**src/rtl/rmvf_pkg.sv**
```systemverilog
// Shared constants for the radial motion vector filter.
package rmvf_pkg;

  // Default coordinate format, unsigned Q12.4
  localparam int COORD_INT_BITS_DEF  = 12;
  localparam int COORD_FRAC_BITS_DEF = 4;

  // Register widths
  localparam int CENTER_W   = 12;
  localparam int SLOPE_W    = 16;
  localparam int CFG_DATA_W = 32;
  localparam int CFG_ADDR_W = 4;
  localparam int REG_IDX_W  = 2;

  // Register reset values
  localparam logic [CENTER_W-1:0] CENTER_X_RST  = 12'd640;
  localparam logic [CENTER_W-1:0] CENTER_Y_RST  = 12'd360;
  localparam logic [SLOPE_W-1:0]  MIN_SLOPE_RST = 16'd11556;  // tan(10 deg) in Q0.16

  // Register indexes (byte address / 4)
  localparam logic [REG_IDX_W-1:0] REG_CENTER_X  = 2'd0;
  localparam logic [REG_IDX_W-1:0] REG_CENTER_Y  = 2'd1;
  localparam logic [REG_IDX_W-1:0] REG_MIN_SLOPE = 2'd2;

endpackage

```
**src/rtl/radial_motion_vector_filter.sv**
```systemverilog
// Top level of the radial motion vector filter: pipelined radius and slope test.
//
//   channel | direction | handshake               | payload
//   --------+-----------+-------------------------+------------------------------------------
//   in      | input     | in_valid / in_ready     | in_start_x, in_start_y, in_end_x, in_end_y
//   out     | output    | out_valid / out_ready   | out_keep
//   cfg     | input     | cfg_psel/penable/pready | cfg_paddr, cfg_pwdata, cfg_prdata
//
// Throughput is one item per cycle while out_ready is high. The square root pipeline,
// which produces one root bit per stage, sets the depth; the root is DW + 1 bits wide, where
// DW is the larger of COORD_INT_BITS and 12 (12 at Q12.4).
// rst_n is synchronous: it clears all stage valid bits and loads register defaults.
// Each stage holds its item while the stage after it is full and stalled, so bubbles
// collapse and a stalled output does not stop intake until the pipeline is full.

module radial_motion_vector_filter #(
  parameter int COORD_INT_BITS  = rmvf_pkg::COORD_INT_BITS_DEF,
  parameter int COORD_FRAC_BITS = rmvf_pkg::COORD_FRAC_BITS_DEF
) (
  input  logic                                       clk,
  input  logic                                       rst_n,
  // input channel
  input  logic                                       in_valid,
  output logic                                       in_ready,
  input  logic [COORD_INT_BITS+COORD_FRAC_BITS-1:0]  in_start_x,
  input  logic [COORD_INT_BITS+COORD_FRAC_BITS-1:0]  in_start_y,
  input  logic [COORD_INT_BITS+COORD_FRAC_BITS-1:0]  in_end_x,
  input  logic [COORD_INT_BITS+COORD_FRAC_BITS-1:0]  in_end_y,
  // result channel
  output logic                                       out_valid,
  input  logic                                       out_ready,
  output logic                                       out_keep,
  // configuration port
  input  logic                                       cfg_psel,
  input  logic                                       cfg_penable,
  input  logic                                       cfg_pwrite,
  input  logic [rmvf_pkg::CFG_ADDR_W-1:0]            cfg_paddr,
  input  logic [rmvf_pkg::CFG_DATA_W-1:0]            cfg_pwdata,
  output logic [rmvf_pkg::CFG_DATA_W-1:0]            cfg_prdata,
  output logic                                       cfg_pready
);

  localparam int CW   = COORD_INT_BITS + COORD_FRAC_BITS;
  localparam int DW   = (COORD_INT_BITS > rmvf_pkg::CENTER_W) ? COORD_INT_BITS
                                                              : rmvf_pkg::CENTER_W;
  localparam int RW   = DW + 1;          // root width
  localparam int SW   = 2 * RW;          // radicand / remainder width
  localparam int PW   = rmvf_pkg::SLOPE_W + CW;
  localparam int NST  = RW + 4;          // A, B, C, RW root stages, output
  localparam int LAST = NST - 1;

  // ---------------------------------------------------------------------------
  // Configuration registers
  // ---------------------------------------------------------------------------
  logic [rmvf_pkg::CENTER_W-1:0]  center_x_r;
  logic [rmvf_pkg::CENTER_W-1:0]  center_y_r;
  logic [rmvf_pkg::SLOPE_W-1:0]   min_slope_r;
  logic                           cfg_we;
  logic [rmvf_pkg::REG_IDX_W-1:0] cfg_idx;

  assign cfg_pready = 1'b1;
  assign cfg_we     = cfg_psel && cfg_penable && cfg_pwrite && cfg_pready;
  assign cfg_idx    = cfg_paddr[rmvf_pkg::CFG_ADDR_W-1:2];

  always_ff @(posedge clk) begin
    if (!rst_n) begin
      center_x_r  <= rmvf_pkg::CENTER_X_RST;
      center_y_r  <= rmvf_pkg::CENTER_Y_RST;
      min_slope_r <= rmvf_pkg::MIN_SLOPE_RST;
    end else if (cfg_we) begin
      case (cfg_idx)
        rmvf_pkg::REG_CENTER_X:  center_x_r  <= cfg_pwdata[rmvf_pkg::CENTER_W-1:0];
        rmvf_pkg::REG_CENTER_Y:  center_y_r  <= cfg_pwdata[rmvf_pkg::CENTER_W-1:0];
        rmvf_pkg::REG_MIN_SLOPE: min_slope_r <= cfg_pwdata[rmvf_pkg::SLOPE_W-1:0];
        default: ;
      endcase
    end
  end

  // Read mux
  always_comb begin
    case (cfg_idx)
      rmvf_pkg::REG_CENTER_X:  cfg_prdata = rmvf_pkg::CFG_DATA_W'(center_x_r);
      rmvf_pkg::REG_CENTER_Y:  cfg_prdata = rmvf_pkg::CFG_DATA_W'(center_y_r);
      rmvf_pkg::REG_MIN_SLOPE: cfg_prdata = rmvf_pkg::CFG_DATA_W'(min_slope_r);
      default:                 cfg_prdata = '0;
    endcase
  end

  // ---------------------------------------------------------------------------
  // Stage valid bits and load enables; a stage loads when empty or draining
  // ---------------------------------------------------------------------------
  logic [NST-1:0] v_r;
  logic [NST-1:0] ld;

  always_comb begin
    ld[LAST] = !v_r[LAST] || out_ready;
    for (int j = LAST - 1; j >= 0; j--) begin
      ld[j] = !v_r[j] || ld[j+1];
    end
  end

  always_ff @(posedge clk) begin
    if (!rst_n) begin
      v_r <= '0;
    end else begin
      if (ld[0]) v_r[0] <= in_valid;
      for (int j = 1; j < NST; j++) begin
        if (ld[j]) v_r[j] <= v_r[j-1];
      end
    end
  end

  assign in_ready  = ld[0];
  assign out_valid = v_r[LAST];

  // ---------------------------------------------------------------------------
  // Stage A: whole-pixel offsets from the center, coordinate differences
  // ---------------------------------------------------------------------------
  logic [DW-1:0] cx, cy, sx_i, sy_i, ex_i, ey_i;
  logic [DW-1:0] sdx_nxt, sdy_nxt, edx_nxt, edy_nxt;
  logic [CW-1:0] adx_nxt, ady_nxt;
  logic [DW-1:0] sdx_r, sdy_r, edx_r, edy_r;
  logic [CW-1:0] adx_a_r, ady_a_r;

  assign cx   = DW'(center_x_r);
  assign cy   = DW'(center_y_r);
  assign sx_i = DW'(in_start_x[CW-1:COORD_FRAC_BITS]);
  assign sy_i = DW'(in_start_y[CW-1:COORD_FRAC_BITS]);
  assign ex_i = DW'(in_end_x[CW-1:COORD_FRAC_BITS]);
  assign ey_i = DW'(in_end_y[CW-1:COORD_FRAC_BITS]);

  assign sdx_nxt = (sx_i >= cx) ? sx_i - cx : cx - sx_i;
  assign sdy_nxt = (sy_i >= cy) ? sy_i - cy : cy - sy_i;
  assign edx_nxt = (ex_i >= cx) ? ex_i - cx : cx - ex_i;
  assign edy_nxt = (ey_i >= cy) ? ey_i - cy : cy - ey_i;
  assign adx_nxt = (in_end_x >= in_start_x) ? in_end_x - in_start_x : in_start_x - in_end_x;
  assign ady_nxt = (in_end_y >= in_start_y) ? in_end_y - in_start_y : in_start_y - in_end_y;

  always_ff @(posedge clk) begin
    if (ld[0]) begin
      sdx_r   <= sdx_nxt;
      sdy_r   <= sdy_nxt;
      edx_r   <= edx_nxt;
      edy_r   <= edy_nxt;
      adx_a_r <= adx_nxt;
      ady_a_r <= ady_nxt;
    end
  end

  // ---------------------------------------------------------------------------
  // Stage B: squares and the slope threshold product
  // ---------------------------------------------------------------------------
  logic [2*DW-1:0] ssx_nxt, ssy_nxt, esx_nxt, esy_nxt;
  logic [2*DW-1:0] ssx_r, ssy_r, esx_r, esy_r;
  logic [PW-1:0]   prod_nxt, prod_r;
  logic [CW-1:0]   ady_b_r;

  assign ssx_nxt  = {{DW{1'b0}}, sdx_r} * {{DW{1'b0}}, sdx_r};
  assign ssy_nxt  = {{DW{1'b0}}, sdy_r} * {{DW{1'b0}}, sdy_r};
  assign esx_nxt  = {{DW{1'b0}}, edx_r} * {{DW{1'b0}}, edx_r};
  assign esy_nxt  = {{DW{1'b0}}, edy_r} * {{DW{1'b0}}, edy_r};
  assign prod_nxt = PW'(min_slope_r) * PW'(adx_a_r);

  always_ff @(posedge clk) begin
    if (ld[1]) begin
      ssx_r   <= ssx_nxt;
      ssy_r   <= ssy_nxt;
      esx_r   <= esx_nxt;
      esy_r   <= esy_nxt;
      prod_r  <= prod_nxt;
      ady_b_r <= ady_a_r;
    end
  end

  // ---------------------------------------------------------------------------
  // Stage C: squared radii and steepness test (|dy| * 2^16 > slope * |dx|)
  // Root stage k holds rem/root after deciding root bit RW-k; index 0 is stage C.
  // ---------------------------------------------------------------------------
  logic [SW-1:0] rem_s_r  [0:RW];
  logic [SW-1:0] rem_e_r  [0:RW];
  logic [RW-1:0] root_s_r [0:RW];
  logic [RW-1:0] root_e_r [0:RW];
  logic          steep_r  [0:RW];
  logic          steep_nxt;

  assign steep_nxt = {ady_b_r, {rmvf_pkg::SLOPE_W{1'b0}}} > prod_r;

  always_ff @(posedge clk) begin
    if (ld[2]) begin
      rem_s_r[0]  <= SW'(ssx_r) + SW'(ssy_r);
      rem_e_r[0]  <= SW'(esx_r) + SW'(esy_r);
      root_s_r[0] <= '0;
      root_e_r[0] <= '0;
      steep_r[0]  <= steep_nxt;
    end
  end

  // ---------------------------------------------------------------------------
  // Root stages: restoring square root, one result bit per stage, MSB first
  // ---------------------------------------------------------------------------
  for (genvar k = 1; k <= RW; k++) begin : g_root
    localparam int BI = RW - k;
    logic [SW-1:0] trial_s, trial_e;
    logic [SW-1:0] rem_s_nxt, rem_e_nxt;
    logic [RW-1:0] root_s_nxt, root_e_nxt;

    assign trial_s = (SW'(root_s_r[k-1]) << (BI + 1)) | (SW'(1) << (2 * BI));
    assign trial_e = (SW'(root_e_r[k-1]) << (BI + 1)) | (SW'(1) << (2 * BI));

    always_comb begin
      if (rem_s_r[k-1] >= trial_s) begin
        rem_s_nxt  = rem_s_r[k-1] - trial_s;
        root_s_nxt = root_s_r[k-1] | (RW'(1) << BI);
      end else begin
        rem_s_nxt  = rem_s_r[k-1];
        root_s_nxt = root_s_r[k-1];
      end
      if (rem_e_r[k-1] >= trial_e) begin
        rem_e_nxt  = rem_e_r[k-1] - trial_e;
        root_e_nxt = root_e_r[k-1] | (RW'(1) << BI);
      end else begin
        rem_e_nxt  = rem_e_r[k-1];
        root_e_nxt = root_e_r[k-1];
      end
    end

    always_ff @(posedge clk) begin
      if (ld[2+k]) begin
        rem_s_r[k]  <= rem_s_nxt;
        rem_e_r[k]  <= rem_e_nxt;
        root_s_r[k] <= root_s_nxt;
        root_e_r[k] <= root_e_nxt;
        steep_r[k]  <= steep_r[k-1];
      end
    end
  end

  // ---------------------------------------------------------------------------
  // Output register: end strictly farther out and steep enough
  // ---------------------------------------------------------------------------
  logic keep_nxt, keep_r;

  assign keep_nxt = (root_s_r[RW] < root_e_r[RW]) && steep_r[RW];

  always_ff @(posedge clk) begin
    if (ld[LAST]) keep_r <= keep_nxt;
  end

  assign out_keep = keep_r;

`ifndef SYNTHESIS
  // Final remainder stays within 2*root, so each root is the floor square root
  a_root_floor_s: assert property (@(posedge clk) disable iff (!rst_n)
    v_r[2+RW] |-> (rem_s_r[RW] <= {root_s_r[RW], 1'b0}))
    else $error("start radius root not floored");

  a_root_floor_e: assert property (@(posedge clk) disable iff (!rst_n)
    v_r[2+RW] |-> (rem_e_r[RW] <= {root_e_r[RW], 1'b0}))
    else $error("end radius root not floored");

  // An empty output stage means the whole chain can take an item
  a_ready_when_drained: assert property (@(posedge clk) disable iff (!rst_n)
    !v_r[LAST] |-> in_ready)
    else $error("intake blocked with empty output stage");

  // A blocked stage keeps its item
  a_stage_hold: assert property (@(posedge clk) disable iff (!rst_n)
    (v_r[2] && !ld[3]) |=> (v_r[2] && $stable(steep_r[0]) && $stable(rem_s_r[0])))
    else $error("stalled stage lost its item");

  // A write to center_x lands in the register
  a_cfg_center_x: assert property (@(posedge clk) disable iff (!rst_n)
    (cfg_we && cfg_idx == rmvf_pkg::REG_CENTER_X)
      |=> (center_x_r == $past(cfg_pwdata[rmvf_pkg::CENTER_W-1:0])))
    else $error("center_x write not taken");
`endif

endmodule
```
**config.mk**
```make
export PLATFORM = sky130hd
export DESIGN_NAME = radial_motion_vector_filter
export DESIGN_NICKNAME = d
export VERILOG_FILES = /design/src/rtl/rmvf_pkg.sv /design/src/rtl/radial_motion_vector_filter.sv
export SDC_FILE = /design/constraint.sdc
export NUM_CORES = 2
export LEC_CHECK = 0
export CAP_MARGIN = 20
export CORE_UTILIZATION = 70
export CTS_BUF_LIST = sky130_fd_sc_hd__clkbuf_16
export CTS_CLUSTER_SIZE = 10
export DETAILED_ROUTE_END_ITERATION = 8
export DONT_BUFFER_PORTS = 1
export HOLD_SLACK_MARGIN = 0.02
export PLACE_DENSITY = 0.89
export SLEW_MARGIN = 20
export SYNTH_ARGS = -nofsm -noshare
export SYNTH_HDL_FRONTEND = slang
export SYNTH_SLANG_ARGS = --single-unit
```
**constraint.sdc**
```tcl
create_clock -name clk -period 17.5 [get_ports clk]
set_input_delay 3.5 -clock clk [delete_from_list [all_inputs] [get_ports clk]]
set_output_delay 3.5 -clock clk [all_outputs]
set_load 0.005 [all_outputs]
```
==> results_dict.tcl <==
set metrics [dict create \
    whs_ns 0.3875 \
    drive_above_1_share_pct 3.998 \
    synthArstFlopShare_pct 0 \
    grt_pass1_wl_um 291800 \
    r2r_slack_ns 10.13 \
    cts-root-buf "clkbuf_16" \
    max_slew_margin_pct 23.65 \
    gp_congestion 0.9413 \
    synth-seq-cells 1148 \
    first_iter_violations 4197 \
    crit_arrival_ns 6.27 \
    endpoint_kind "primary output" \
    via_count 54050 \
    cts.sinks 1148 \
    synth.top_cell.area_share_pct 40.77 \
    status "finished clean" \
    ys_seq_area_share_pct 42.19 \
    worst_slew_pin_slew_ns 1.140 \
    cts_buffer_depth 3 \
    synth_cells 7257 \
    critPathRequiredTime_ns 14.00 \
    rsz0062_at_grt "no" \
    min_period_over_period_pct 55.81 \
    dp_hpwl_um 132000 \
    synthXorXnorAreaFrac_pct 4.818 \
    synth_edf_count 1091 \
    overflow 0 \
    cts_htree_levels 4 \
    slew_violations 0 \
    hp-class "reg -> reg" \
    synth_cell_types 86 \
    cp-start-kind "input port" \
    critPathMaxStageDelay_ns 0.38 \
    hold_buffers 0 \
    muxShareOfSynthArea_pct 1.213 \
    reg2reg_from "min_slope_r[7]" \
    dpl-instance-area_um2 81790 \
    finalHoldViolCount 0 \
    antenna_found_initial 3 \
    viasPerCell 6.121 \
    min_period_ns 9.768 \
    fin_worst_skew_ns 0.04095 \
    cp_max_fo 38 \
    grt_start_max_net_pins 78 \
    hold_path_end "ady_b_r[10]" \
    drc 0 \
    coreArea_um2 113100 \
    synth_top_family_by_area "adder cells" \
    fmax_mhz 102.4 \
    r2r.worst_path.cells 17 \
    wl_um 181200 \
    drtPass1Iterations 8 \
    die_x_um 340.8 \
    synth-simple-area-share_pct 12.03 \
    cts_made_buffers 137 \
    cts_resized 0 \
    finalSetupTns_ns 0 \
    synth.most_common_cell "edfxtp_1" \
    num_io_pins 143 \
    start_util_pct 71.04 \
    maxCapViolations 0 \
    routedWlPerCell_um 20.52 \
    synth_compound_gate_area_share_pct 8.922 \
    setup_viol 0 \
    die_h_um 340.8 \
    cp_cell_sequence "nor2b_1, inv_1, nor2_1, and2_1, inv_2, nor3_1, buf_4, and3_1, and2_1, nand3_4, buf_4" \
    syn_area_um2 80350 \
    grt_usage_pct 31.72 \
    rows 123 \
    synth_area_leader_cell "edfxtp_1" \
    hold_start "ady_a_r[10]" \
    cts_tree "built" \
    grt_pass1_vias 57750 \
    fp.dieArea_um2 116200 \
    cpMaxStageDelayCell "and2_1" \
    area_growth_pct 6.819 \
    yosys_warnings 0 \
    syn_avg_cell_area_um2 11.07 \
    yosys-top-cells-area "edfxtp_1 (41%), fa_1 (13%), ha_1 (12%), inv_1 (5.1%), xnor2_1 (2.8%)" \
    synthAdderAreaFrac_pct 24.76 \
    clk_pin_slew_worst_paths_ns 0.05 \
    drt.antenna.violating_nets 0 \
    synth_common_cells "edfxtp_1 (1091), inv_1 (1082), ha_1 (760)" \
    worstSkewPairLatency_ns 0.76 \
    cts_setup_buffers 0 \
    crit_type "in -> out" \
    ys.flop_type "edfxtp_1" \
    numPortBuffers 0 \
    r2r-end "prod_r[30]" \
    finalNetCount 8646 \
    fin_area_um2 85830 \
    hold_path_depth 0 \
]
-- per-layer routing --
layer | track usage [%] | vias to the layer above | wire (um)
met2 | 57.90 | 2238 | 93820
met3 | 5.297 | 656 | 11680
met5 | 0 | - | 25
met4 | 17.98 | 4 | 10830
li1 | - | 24790 | -
met1 | 34.85 | 26370 | 64820
-- worst max-delay path by stage --
| stage | depth (start not counted) | end | slack (ns) | start |
|---|---|---|---|---|
| 3_5_place_dp | 11 | in_ready | 8.11 | out_ready |
| 5_1_grt | 11 | in_ready | 7.62 | out_ready |
| 2_1_floorplan | 9 | in_ready | 6.07 | out_ready |
| 4_1_cts | 11 | in_ready | 7.85 | out_ready |
| 3_3_place_gp | 11 | in_ready | 8.16 | out_ready |
| 6_report | 11 | in_ready | 7.73 | out_ready |
-- cells in the final DEF (no fill, tap or decap), types with 23 or more instances in the layout --
master     netlist  routed
o31ai_1         32      32
mux2i_1         58      58
a31oi_1         27      27
nor4_1          90      90
xnor2_1        254     254
a21o_1         146     146
xor2_1         188     188
nor2_1         327     327
nand3_1         70      69
or3_1           34      34
buf_4           19      32
or2_2           32      32
mux2_2          31      31
ha_1           760     760
o211ai_1        23      23
a21boi_0        60      60
fa_1           519     519
nand4_1         55      55
o21ai_0        279     278
a21oi_1        266     266
nor2b_1         97      97
and2_1         299     299
nor3_1         121     121
o21a_1         108     108
nand2b_1        73      73
a211oi_1        33      33
inv_1         1082    1121
dfxtp_1         57      57
nand2_1        578     571
and3_1          30      30
edfxtp_1      1091    1091
clkbuf_16        0     140
-- logic make-up (layout without fill, tap and decap cells) --
logic type	after synthesis	in the layout
buf+inv	1269	1322
compound gates	1116	1116
xor+xnor	442	442
simple gates	1909	1909
fa+ha+maj	1279	1279
mux	92	92
other cells	2	22
flops	1148	1148
-- layout make-up --
type | instances | area, um^2
inverter | 1082 | 4064
timing repair buffer | 32 | 240.2
sequential | 1148 | 33900
antenna | 1 | 2.502
fill | 6671 | 27280
clock inverter | 68 | 530.5
multi-input combinational | 4859 | 41710
clock buffer | 140 | 3503
tap | 1500 | 1877
-- worst max-delay path, delay by kind of cell --
family / cells / cell delay (ns)
buffers and inverters: 4 / 0.74
AND/OR/NAND/NOR: 7 / 1.95
-- per-stage QoR --
step | std cells | setup slack (ns) | util [%]
CTS | 8829 | 7.848 | 75.87
floorplan | 7276 | 6.067 | -
global route | 8829 | 7.615 | 75.88
finish | 8830 | 7.732 | 75.88
global placement | 8621 | 8.164 | 72.31
detailed placement | 8621 | 8.114 | 72.31
-- flip-flops by register name, summed over array words and instances (netlist names), 17 cells and up --
name / flops
esy_r: 23
ssy_r: 23
v_r: 17
root_e_r: 91
esx_r: 23
prod_r: 32
rem_e_r: 337
ssx_r: 23
rem_s_r: 337
root_s_r: 91
Power is not shown: default switching activity piles up to over one toggle a cycle in this logic, so the estimate is an artifact.
